## src/hdl/utu_pkg.sv

```systemverilog
`timescale 1ns / 1ps
// shared types, codes and constants of the utf-8 to utf-16 transcoder
package utu_pkg;

   localparam int COUNT_BITS_DEF = 16;
   localparam int IN_BITS        = 8;
   localparam int UNIT_BITS      = 16;
   localparam int ACC_BITS       = 21;
   localparam int PAIR_BITS      = 20;
   localparam int HALF_BITS      = 10;
   // result queue depth, a power of two
   localparam int FIFO_DEPTH     = 4;

   localparam logic [IN_BITS-1:0]   CONT_LOW   = 8'h80;
   localparam logic [IN_BITS-1:0]   LEAD2_LOW  = 8'hC0;
   localparam logic [IN_BITS-1:0]   LEAD3_LOW  = 8'hE0;
   localparam logic [IN_BITS-1:0]   LEAD4_LOW  = 8'hF0;
   localparam logic [IN_BITS-1:0]   LEAD_BAD   = 8'hF8;
   localparam logic [ACC_BITS-1:0]  CODE_MAX   = 21'h10FFFF;
   localparam logic [ACC_BITS-1:0]  SUPP_BASE  = 21'h010000;
   localparam logic [UNIT_BITS-1:0] HI_SURR    = 16'hD800;
   localparam logic [UNIT_BITS-1:0] LO_SURR    = 16'hDC00;
   localparam logic [UNIT_BITS-1:0] TOTAL_MAX  = 16'hFFFF;

   typedef enum logic [1:0] {
      KIND_UNIT = 2'd0,
      KIND_END  = 2'd1,
      KIND_ERR  = 2'd2
   } kind_type;

   typedef struct packed {
      logic [1:0]          pending;
      logic [ACC_BITS-1:0] acc;
      logic                four;
      logic                discarding;
   } seq_state_type;

   typedef struct packed {
      logic [UNIT_BITS-1:0] code_unit;
      kind_type             kind;
      logic [UNIT_BITS-1:0] unit_total;
      logic                 last_of_run;
   } result_type;

endpackage

```

## src/hdl/utu_decode.sv

```systemverilog
`timescale 1ns / 1ps
// combinational byte decoder: next sequence state and up to two results
module utu_decode #(
   parameter int COUNT_BITS = utu_pkg::COUNT_BITS_DEF
) (
   input  logic [utu_pkg::IN_BITS-1:0] in_byte,
   input  utu_pkg::seq_state_type      st,
   input  logic [COUNT_BITS-1:0]       count,
   output utu_pkg::seq_state_type      st_in,
   output logic [COUNT_BITS-1:0]       count_in,
   output logic [1:0]                  num_results,
   output utu_pkg::result_type         res0,
   output utu_pkg::result_type         res1
);
   import utu_pkg::*;

   localparam logic [COUNT_BITS-1:0] CNT_MAX = '1;

   logic [COUNT_BITS-1:0] cnt1;
   logic [COUNT_BITS-1:0] cnt2;
   logic [ACC_BITS-1:0]   acc_ext;
   logic [ACC_BITS-1:0]   acc_off;
   logic [PAIR_BITS-1:0]  pair_val;
   logic [1:0]            pend_dec;
   logic                  is_cont;

   function automatic logic [UNIT_BITS-1:0] view(input logic [COUNT_BITS-1:0] c);
      logic [31:0] wide;
      wide = 32'(c);
      return (wide > 32'(TOTAL_MAX)) ? TOTAL_MAX : wide[UNIT_BITS-1:0];
   endfunction

   // saturating unit counters for one and two emitted units
   assign cnt1     = (count == CNT_MAX) ? count : count + 1'b1;
   assign cnt2     = (cnt1 == CNT_MAX) ? cnt1 : cnt1 + 1'b1;
   assign acc_ext  = {st.acc[ACC_BITS-7:0], in_byte[5:0]};
   assign acc_off  = acc_ext - SUPP_BASE;
   assign pair_val = acc_off[PAIR_BITS-1:0];
   assign pend_dec = st.pending - 2'd1;
   assign is_cont  = (in_byte >= CONT_LOW) && (in_byte < LEAD2_LOW);

   always_comb begin
      st_in       = st;
      count_in    = count;
      num_results = 2'd0;
      res0        = '{code_unit: '0, kind: KIND_ERR, unit_total: view(count), last_of_run: 1'b1};
      res1        = '{code_unit: '0, kind: KIND_UNIT, unit_total: view(cnt2), last_of_run: 1'b1};
      priority if (in_byte == '0) begin
         // terminator: clears everything, reports unless swallowing
         st_in    = '0;
         count_in = '0;
         if (!st.discarding) begin
            num_results = 2'd1;
            if (st.pending == 2'd0) begin
               res0.kind = KIND_END;
            end
         end
      end else if (st.discarding) begin
         // swallowed
      end else if (st.pending != 2'd0) begin
         priority if (!is_cont) begin
            st_in            = '0;
            st_in.discarding = 1'b1;
            num_results      = 2'd1;
         end else if (pend_dec != 2'd0) begin
            st_in.pending = pend_dec;
            st_in.acc     = acc_ext;
         end else if (st.four && (acc_ext > CODE_MAX)) begin
            st_in            = '0;
            st_in.discarding = 1'b1;
            num_results      = 2'd1;
         end else if (st.four) begin
            // surrogate pair, high half first
            st_in                = '0;
            count_in             = cnt2;
            num_results          = 2'd2;
            res0.code_unit       = HI_SURR | UNIT_BITS'(pair_val[PAIR_BITS-1:HALF_BITS]);
            res0.kind            = KIND_UNIT;
            res0.unit_total      = view(cnt1);
            res0.last_of_run     = 1'b0;
            res1.code_unit       = LO_SURR | UNIT_BITS'(pair_val[HALF_BITS-1:0]);
         end else begin
            st_in           = '0;
            count_in        = cnt1;
            num_results     = 2'd1;
            res0.code_unit  = acc_ext[UNIT_BITS-1:0];
            res0.kind       = KIND_UNIT;
            res0.unit_total = view(cnt1);
         end
      end else begin
         priority if (in_byte < CONT_LOW) begin
            count_in        = cnt1;
            num_results     = 2'd1;
            res0.code_unit  = UNIT_BITS'(in_byte);
            res0.kind       = KIND_UNIT;
            res0.unit_total = view(cnt1);
         end else if (in_byte < LEAD2_LOW) begin
            st_in            = '0;
            st_in.discarding = 1'b1;
            num_results      = 2'd1;
         end else if (in_byte < LEAD3_LOW) begin
            st_in.acc     = ACC_BITS'(in_byte[4:0]);
            st_in.pending = 2'd1;
            st_in.four    = 1'b0;
         end else if (in_byte < LEAD4_LOW) begin
            st_in.acc     = ACC_BITS'(in_byte[3:0]);
            st_in.pending = 2'd2;
            st_in.four    = 1'b0;
         end else if (in_byte < LEAD_BAD) begin
            st_in.acc     = ACC_BITS'(in_byte[2:0]);
            st_in.pending = 2'd3;
            st_in.four    = 1'b1;
         end else begin
            st_in            = '0;
            st_in.discarding = 1'b1;
            num_results      = 2'd1;
         end
      end
   end

endmodule

```

## src/hdl/utu_result_fifo.sv

```systemverilog
`timescale 1ns / 1ps
// small result queue taking up to two items per cycle and giving one
module utu_result_fifo (
   input  logic                clock,
   input  logic                reset,
   input  logic [1:0]          push_n,
   input  utu_pkg::result_type push0,
   input  utu_pkg::result_type push1,
   input  logic                out_ready,
   output logic                out_valid,
   output utu_pkg::result_type head,
   output logic                room_for_two
);
   import utu_pkg::*;

   localparam int PTR_BITS  = $clog2(FIFO_DEPTH);
   localparam int FILL_BITS = $clog2(FIFO_DEPTH + 1);

   result_type           mem_ff [FIFO_DEPTH];
   logic [PTR_BITS-1:0]  wr_ff;
   logic [PTR_BITS-1:0]  wr_in;
   logic [PTR_BITS-1:0]  wr_next;
   logic [PTR_BITS-1:0]  rd_ff;
   logic [PTR_BITS-1:0]  rd_in;
   logic [FILL_BITS-1:0] fill_ff;
   logic [FILL_BITS-1:0] fill_in;
   logic                 pop;

   assign wr_next      = wr_ff + 1'b1;
   assign pop          = out_valid && out_ready;
   assign out_valid    = (fill_ff != '0);
   assign head         = mem_ff[rd_ff];
   assign room_for_two = (fill_ff <= FILL_BITS'(FIFO_DEPTH - 2));
   assign wr_in        = wr_ff + PTR_BITS'(push_n);
   assign rd_in        = rd_ff + PTR_BITS'(pop);
   assign fill_in      = fill_ff + FILL_BITS'(push_n) - FILL_BITS'(pop);

   always_ff @(posedge clock) begin
      if (push_n != 2'd0) begin
         mem_ff[wr_ff] <= push0;
      end
      if (push_n == 2'd2) begin
         mem_ff[wr_next] <= push1;
      end
   end

   always_ff @(posedge clock) begin
      if (reset) begin
         wr_ff   <= '0;
         rd_ff   <= '0;
         fill_ff <= '0;
      end else begin
         wr_ff   <= wr_in;
         rd_ff   <= rd_in;
         fill_ff <= fill_in;
      end
   end

endmodule

```

## src/hdl/utf8_to_utf16_transcoder_core.sv

```systemverilog
`timescale 1ns / 1ps
// top level of the utf-8 to utf-16 transcoder
// path: an accepted byte is registered in the input stage and decoded there; its results are
//   registered in the result queue, which offers them on rsp
// throughput: one byte per cycle while the queue has room for two results; a four-byte sequence
//   ends in two results, which leave through the single result port (a four-entry queue absorbs them)
// stalls: the staged byte waits while the queue holds three or more results
// reset: synchronous, active high; clears sequence state, unit count, input stage and queue
module utf8_to_utf16_transcoder_core #(
   parameter int COUNT_BITS = utu_pkg::COUNT_BITS_DEF
) (
   input  logic        clock,
   input  logic        reset,
   input  logic        req_tvalid,
   output logic        req_tready,
   input  logic [7:0]  req_tdata,   // [7:0] in_byte
   output logic        rsp_tvalid,
   input  logic        rsp_tready,
   output logic [31:0] rsp_tdata,   // [15:0] code_unit, [31:16] unit_total
   output logic [1:0]  rsp_tuser,   // [1:0] kind
   output logic        rsp_tlast    // last_of_run
);
   import utu_pkg::*;

   // input stage
   logic                  in_vld_ff;
   logic                  in_vld_in;
   logic [IN_BITS-1:0]    in_byte_ff;

   // sequence state and unit count
   seq_state_type         st_ff;
   seq_state_type         st_in;
   seq_state_type         st_dec;
   logic [COUNT_BITS-1:0] count_ff;
   logic [COUNT_BITS-1:0] count_in;
   logic [COUNT_BITS-1:0] count_dec;

   logic [1:0]            num_results;
   logic [1:0]            push_n;
   result_type            res0;
   result_type            res1;
   result_type            head;
   logic                  room_for_two;
   logic                  advance;
   logic                  req_take;

   // the staged byte is decoded once the queue can hold both halves of a pair
   assign advance    = in_vld_ff && room_for_two;
   assign req_tready = !in_vld_ff || advance;
   assign req_take   = req_tvalid && req_tready;
   assign in_vld_in  = req_take || (in_vld_ff && !advance);
   assign push_n     = advance ? num_results : 2'd0;
   assign st_in      = advance ? st_dec : st_ff;
   assign count_in   = advance ? count_dec : count_ff;

   utu_decode #(
      .COUNT_BITS (COUNT_BITS)
   ) u_decode (
      .in_byte     (in_byte_ff),
      .st          (st_ff),
      .count       (count_ff),
      .st_in       (st_dec),
      .count_in    (count_dec),
      .num_results (num_results),
      .res0        (res0),
      .res1        (res1)
   );

   utu_result_fifo u_result_fifo (
      .clock        (clock),
      .reset        (reset),
      .push_n       (push_n),
      .push0        (res0),
      .push1        (res1),
      .out_ready    (rsp_tready),
      .out_valid    (rsp_tvalid),
      .head         (head),
      .room_for_two (room_for_two)
   );

   assign rsp_tdata = {head.unit_total, head.code_unit};
   assign rsp_tuser = head.kind;
   assign rsp_tlast = head.last_of_run;

   // payload of the input stage needs no reset
   always_ff @(posedge clock) begin
      if (req_take) begin
         in_byte_ff <= req_tdata;
      end
   end

   always_ff @(posedge clock) begin
      if (reset) begin
         in_vld_ff <= 1'b0;
         st_ff     <= '0;
         count_ff  <= '0;
      end else begin
         in_vld_ff <= in_vld_in;
         st_ff     <= st_in;
         count_ff  <= count_in;
      end
   end

   // an error clears the sequence before swallowing starts
   assert property (@(posedge clock) disable iff (reset)
      st_ff.discarding |-> (st_ff.pending == 2'd0))
      else $error("discarding with continuation bytes pending");

   // the four-byte flag only lives inside an open sequence
   assert property (@(posedge clock) disable iff (reset)
      st_ff.four |-> (st_ff.pending != 2'd0))
      else $error("four-byte flag set outside a sequence");

   // three pending bytes only follow a four-byte lead
   assert property (@(posedge clock) disable iff (reset)
      (st_ff.pending == 2'd3) |-> st_ff.four)
      else $error("three pending bytes without four-byte lead");

   // a reset leaves nothing staged and nothing offered
   assert property (@(posedge clock)
      $past(reset) |-> (!rsp_tvalid && !in_vld_ff && (count_ff == '0)))
      else $error("state left after reset");

endmodule

```

## config.mk

```make
export PLATFORM = sky130hd
export DESIGN_NAME = utf8_to_utf16_transcoder_core
export DESIGN_NICKNAME = d
export VERILOG_FILES = /design/src/hdl/utu_pkg.sv /design/src/hdl/utu_decode.sv /design/src/hdl/utu_result_fifo.sv /design/src/hdl/utf8_to_utf16_transcoder_core.sv
export SDC_FILE = /design/constraint.sdc
export NUM_CORES = 1
export LEC_CHECK = 0
export BUFFER_PORTS_ARGS = -buffer_cell sky130_fd_sc_hd__buf_2
export CAP_MARGIN = 20
export CORE_MARGIN = 4
export CORE_UTILIZATION = 48
export DETAILED_ROUTE_END_ITERATION = 10
export GPL_TIMING_DRIVEN = 0
export SLEW_MARGIN = 20
export SYNTH_ARGS = -nofsm -noshare
export SYNTH_HDL_FRONTEND = slang
export SYNTH_SLANG_ARGS = --single-unit
```

## constraint.sdc

```tcl
create_clock -name clock -period 6.43 [get_ports clock]
set_clock_uncertainty 0.15 [all_clocks]
set_input_delay 0.9645 -clock clock [delete_from_list [all_inputs] [get_ports clock]]
set_output_delay 0.9645 -clock clock [all_outputs]
set_load 0.05 [all_outputs]
```

==> results of run 1 <==
-- sequential cells by signal, summed over array words and instances, names as in the netlist --
name and cells:
in_vld_ff 1, st_ff 19, u_result_fifo.wr_ff 2, in_byte_ff 8
u_result_fifo.mem_ff 140, u_result_fifo.rd_ff 2, count_ff 16, u_result_fifo.fill_ff 3
-- critical path, stage by stage (launching register included) --
cell and delay, ns:
dfxtp_1 0.37, inv_1 0.08, ha_1 0.19, clkbuf_1 0.20, nor3b_1 0.49, nand3_1 0.26
a41oi_1 0.92, nor2_1 0.30, clkbuf_1 0.33, buf_1 0.28, a21oi_1 0.49, o22ai_1 0.18
-- final timing paths --
path,slack [ns],end,from
worst max-delay path,1.90,u_result_fifo.mem_ff[2][14]$_DFFE_PP_,st_ff[23]$_SDFFE_PP0P_
worst min-delay path,0.31,u_result_fifo.mem_ff[2][18]$_SDFFE_PP0N_,u_result_fifo.mem_ff[2][18]$_SDFFE_PP0N_
worst max register to register,1.90,u_result_fifo.mem_ff[2][14]$_DFFE_PP_,st_ff[23]$_SDFFE_PP0P_
worst min register to register,0.31,u_result_fifo.mem_ff[2][18]$_SDFFE_PP0N_,u_result_fifo.mem_ff[2][18]$_SDFFE_PP0N_
-- cell families (layout without fill, tap and decap cells) --
| kind of cell | Yosys count | after routing | share of synthesized area, % |
|---|---|---|---|
| AOI/OAI and AO/OA | 274 | 274 | 17.85 |
| xor gates and xnor gates | 26 | 26 | 2.326 |
| adders and majority gates | 11 | 11 | 1.435 |
| buffers and inverters | 87 | 172 | 3.402 |
| DFF | 191 | 191 | 50.87 |
| muxes | 60 | 60 | 10.35 |
| and+or+nand+nor | 290 | 290 | 13.77 |
-- routing by layer --
metal	GRT usage (%)	vias to the layer above	wire length, um
met2	37.96	381	13320
li1	-	3764	-
met1	37.81	3969	13490
met4	5.388	0	299
met5	0	-	0
met3	4.467	20	2655
-- report_power, final --
| group | switching (uW) | leakage, uW | total [uW] | internal (uW) |
|---|---|---|---|---|
| Combinational | 613 | 0.00162 | 900 | 286 |
| Clock | 519 | 0.000288 | 1070 | 556 |
| Sequential | 32.7 | 0.00162 | 1410 | 1380 |
| Total | 1160 | 0.00352 | 3380 | 2220 |
-- cell type report --
cell class	instances	area share, %
repair buffers	53	3.195
multi-input cells	661	40.63
clock inverters	15	1.499
well taps	270	2.954
plain buffers	68	2.385
inverters	19	0.6237
clock buffers	17	3.720
flip-flops and latches	191	44.99
-- cells in the final DEF (no fill, tap or decap), types with 14 or more instances in the layout --
cell type,instances
mux2i_1,18
o22ai_1,61
clkbuf_16,17
nand3_1,14
inv_1,18
nand2_1,78
buf_2,56
nor3_1,18
mux4_2,35
o31ai_1,15
nor2_1,95
a22oi_1,19
a22o_1,36
o21ai_0,53
a21oi_1,46
dfxtp_1,59
xnor2_1,20
clkbuf_1,50
edfxtp_1,132
-- metrics by stage --
step	power [uW]	hold slack (ns)
6_report	3383	0.3068
5_1_grt	3517	0.3240
4_1_cts	3405	0.3068
3_5_place_dp	2343	0.2972
3_3_place_gp	2320	0.2925
2_1_floorplan	2117	0.2831
==> impl_metrics.tcl, run 1 <==
set metrics [dict create \
    status "completed" \
    portBuffers 48 \
    grt_pass1_vias 7666 \
    syn_avg_cell_area_um2 10.77 \
    synth_area_leaders "edfxtp_1 39%, dfxtp_1 12%, mux4_2 7.8%" \
    fin_util_pct 55.79 \
    fin_setup_tns_ns 0 \
    dpl.cell_count 1262 \
    place_congestion 0.9156 \
    place_ws_ns 2.003 \
    grt_pass1_wl_um 45730 \
    syn_area_um2 10110 \
    yosysWarnings 0 \
    ios 49 \
    crit_type "flop to flop" \
    ant_nets 0 \
    antenna_found_initial 0 \
    worst_pin_slew_ns 1.140 \
    peakVddDrop_v 0.0002145 \
    synth_edf_count 132 \
    syn_to_final_growth_pct 13.05 \
    design_area_um2 11430 \
    cts_tree "yes" \
    ys_types 63 \
    syn-instance-count 939 \
    die_y_um 153.2 \
    routed-via-count 8134 \
    fmax_ghz 0.2208 \
    diodes 0 \
    grt_max_degree 20 \
    min_delay_path_depth 2 \
    dp_hpwl_um 21310 \
    viasPerCell 6.286 \
    cp.required_ns 6.42 \
    die_w_um 153.2 \
    layout.nets 1034 \
    yosysMostFrequentCell "edfxtp_1" \
    finalMaxSlewViolations 0 \
    fin_ws_ns 1.901 \
    drtIter0Drc 973 \
    synth_ff_type "edfxtp_1" \
    coreArea_um2 20490 \
    arrival_ns 4.52 \
    htree_levels 4 \
    start_util_pct 49.35 \
    clk-insertion-delay-late_ns 0.43 \
    post_cts_buffers 0 \
    endpoint_kind "flop" \
    slew_headroom_pct 23.02 \
    setup_viol 0 \
    wl_per_cell_um 23.00 \
    overflow 0 \
    multi_input_area_um2 4646 \
    grt.total_usage_pct 25.02 \
    fillers 1801 \
    crit_path_max_fanout 10 \
    cellPowerDensity_nw_per_um2 295.9 \
    start_kind "flop" \
    yosysTopAreaCell "edfxtp_1" \
    die-area_um2 23460 \
    drt_wl_total_um 29760 \
    finalHoldViolCount 0 \
    yosysSeqAreaShare_pct 50.87 \
    p_leak_uw 0.003524 \
    drt-pass1-iter-count 6 \
    hp-class "flop to flop" \
    synth_top_area_share_pct 39.19 \
    clockBufferDepth 2 \
    timing.final.crit_share_pct 70.44 \
    placed_area_um2 10840 \
    async_reset_ff_share_pct 0 \
    clock_sinks 191 \
    ctsResizeCount 0 \
    synth_seq_cells 191 \
    clockRootBuffer "clkbuf_16" \
    reg2regPathDepth 11 \
    layout.cells.non_filler 1294 \
    cap_violations 0 \
    drc 0 \
    rsz0062_at_grt "no" \
    drive_above_1_share_pct 14.94 \
    cts-buffers-inserted 17 \
    hold_buffers 0 \
    syn_nets 962 \
    synth_common_cells "132 x edfxtp_1, 95 x nor2_1, 82 x nand2_1, 61 x o22ai_1, 59 x dfxtp_1" \
    clkTransAtPathRegs_ns 0.07 \
    period_needed_ns 4.529 \
    rows 52 \
    ff_latch_area_um2 5145 \
]
(Power assumes the default switching activity.)
==> run 2: changes to the inputs <==
clock period = 4.69 ns   (was 6.43 ns; I/O delays follow)
==> impl_metrics.tcl, run 2 (synthesis results as in run 1) <==
set metrics [dict create \
    largest_register "u_result_fifo.mem_ff" \
    grt.total_usage_pct 25.02 \
    largest_register_ff_count 140 \
    cp.required_ns 4.68 \
    crit_chain "inv_1 -> ha_1 -> clkbuf_1 -> nand2_1 -> nor2b_1 -> o21a_1 -> or3_1 -> clkbuf_1 -> nor3_2 -> nand2_1 -> clkbuf_1 -> buf_2 -> nand2_2 -> buf_16" \
    slew_headroom_pct 34.41 \
    regToRegSetupSlack_ns 0.18 \
    reg2regPathDepth 14 \
    layout.nets 1036 \
    total_power_uw 4640 \
    hp-class "input port to flop" \
    worst_pin_slew_ns 0.9802 \
    clk-insertion-delay-late_ns 0.44 \
    top_regs "u_result_fifo.mem_ff (140), st_ff (19), count_ff (16)" \
    endpoint_kind "flop" \
    fmax_ghz 0.2218 \
    ios 49 \
    grt_pass1_vias 7666 \
    clkTransAtPathRegs_ns 0.08 \
    worst_path_largest_cell_delay_ns 0.64 \
    crit_path_max_fanout 16 \
    place_congestion 0.9156 \
    drc 0 \
    clockBufferDepth 2 \
    arrival_ns 4.50 \
    peakVddDrop_v 0.0002940 \
    crit_family "simple AND/OR/NAND/NOR gates" \
    cap_violations 0 \
    timing.rr.end "u_result_fifo.mem_ff[1][25]$_DFFE_PP_" \
    min_delay_path_depth 1 \
    cellPowerDensity_nw_per_um2 404.9 \
    drt-pass1-iter-count 6 \
    dp_hpwl_um 21310 \
    drive_above_1_share_pct 15.30 \
    cp.buffers_inverters 6 \
    routed-via-count 8174 \
    clock_sinks 191 \
    grt_max_degree 20 \
    start_util_pct 49.35 \
    slowest_stage "nor3_2" \
    final_common_cell "edfxtp_1" \
    worstHoldStart "req_tdata[5]" \
    die_y_um 153.2 \
    coreArea_um2 20490 \
    cts_tree "yes" \
    cts-buffers-inserted 17 \
    ant_nets 0 \
    rsz0062_at_grt "no" \
    syn_to_final_growth_pct 13.31 \
    drtIter0Drc 930 \
    p_leak_uw 0.003541 \
    worstReg2RegStart "st_ff[23]$_SDFFE_PP0P_" \
    overflow 0 \
    period_needed_ns 4.508 \
    rows 52 \
    crit_type "flop to flop" \
    finalMaxSlewViolations 0 \
    timing.final.crit_share_pct 96.12 \
    die-area_um2 23460 \
    holdWs_ns 0.2869 \
    diodes 0 \
    htree_levels 4 \
    finalHoldViolCount 0 \
    setup_viol 0 \
    viasPerCell 6.307 \
    antenna_found_initial 0 \
    drt_wl_total_um 29740 \
    crit_start "st_ff[23]$_SDFFE_PP0P_" \
    start_kind "flop" \
    die_w_um 153.2 \
    min_to "in_byte_ff[5]$_DFFE_PP_" \
    clockRootBuffer "clkbuf_16" \
    layout_common_cells "132 x edfxtp_1, 95 x nor2_1, 78 x nand2_1" \
    status "completed" \
    wl_per_cell_um 22.95 \
    portBuffers 48 \
    grt_pass1_wl_um 45730 \
    cp_common_cell "clkbuf_1" \
]
run 2: cell count changes in the layout (fill, tap and decap cells not counted):
| cell | before | now |
|---|---|---|
| a41oi_2 | 0 | 1 |
| a41oi_1 | 2 | 1 |
| buf_4 | 2 | 4 |
| mux2i_2 | 0 | 1 |
| mux2i_1 | 18 | 17 |
run 2: worst max path at each step:
stage                                            endpoint  slack [ns]  depth (start not counted)
finish              u_result_fifo.mem_ff[1][25]$_DFFE_PP_        0.18                         14
global route         u_result_fifo.mem_ff[1][4]$_DFFE_PP_       0.003                         13
CTS                 u_result_fifo.mem_ff[1][12]$_DFFE_PP_        0.23                         12
floorplan           u_result_fifo.mem_ff[1][10]$_DFFE_PP_        0.80                         13
detailed placement  u_result_fifo.mem_ff[1][13]$_DFFE_PP_        0.26                         12
global placement    u_result_fifo.mem_ff[1][13]$_DFFE_PP_       -0.92                         11
run 2: report_power, final:
part | switching, uW | leakage (uW) | internal (uW)
logic | 841 | 0.00164 | 394
registers | 44.8 | 0.00162 | 1890
clock network | 712 | 0.000288 | 762
run 2: timing repair:
item	in CTS	in global routing
endpoints found under the setup margin	0	21
hold buffers	0	0
gates resized for setup	0	2
buffers inserted	0	2
run 2: metal layers:
| metal | part of all wire, % | global-route usage (%) | wire length (um) | vias up |
|---|---|---|---|---|
| li1 | - | - | - | 3773 |
| met1 | 45 | 37.81 | 13490 | 3973 |
| met2 | 45 | 37.96 | 13310 | 398 |
| met3 | 8.8 | 4.467 | 2621 | 30 |
| met4 | 1.1 | 5.388 | 313 | 0 |
| met5 | 0 | 0 | 0 | - |
run 2: through the flow:
stage / util [%] / setup TNS (ns) / cells / instance area, um^2 / worst slack, ns
2_1_floorplan: - / 0 / 939 / 10110 / 0.8024
3_3_place_gp: 52.17 / -30.77 / 1257 / 10690 / -0.9195
3_5_place_dp: 52.88 / 0 / 1262 / 10840 / 0.2634
4_1_cts: 55.79 / 0 / 1294 / 11430 / 0.2316
5_1_grt: 55.92 / 0 / 1296 / 11460 / 0.003305
6_report: 55.92 / 0 / 1296 / 11460 / 0.1822
run 2: final cells by class:
class                      instances  area, um^2
fill                            1799        9034
tap                              270       337.8
multi-input combinational        661        4657
inverter                          19       71.32
buffer                            68       272.8
clock inverter                    15       171.4
timing repair buffer              55       380.4
clock buffer                      17       425.4
sequential                       191        5145
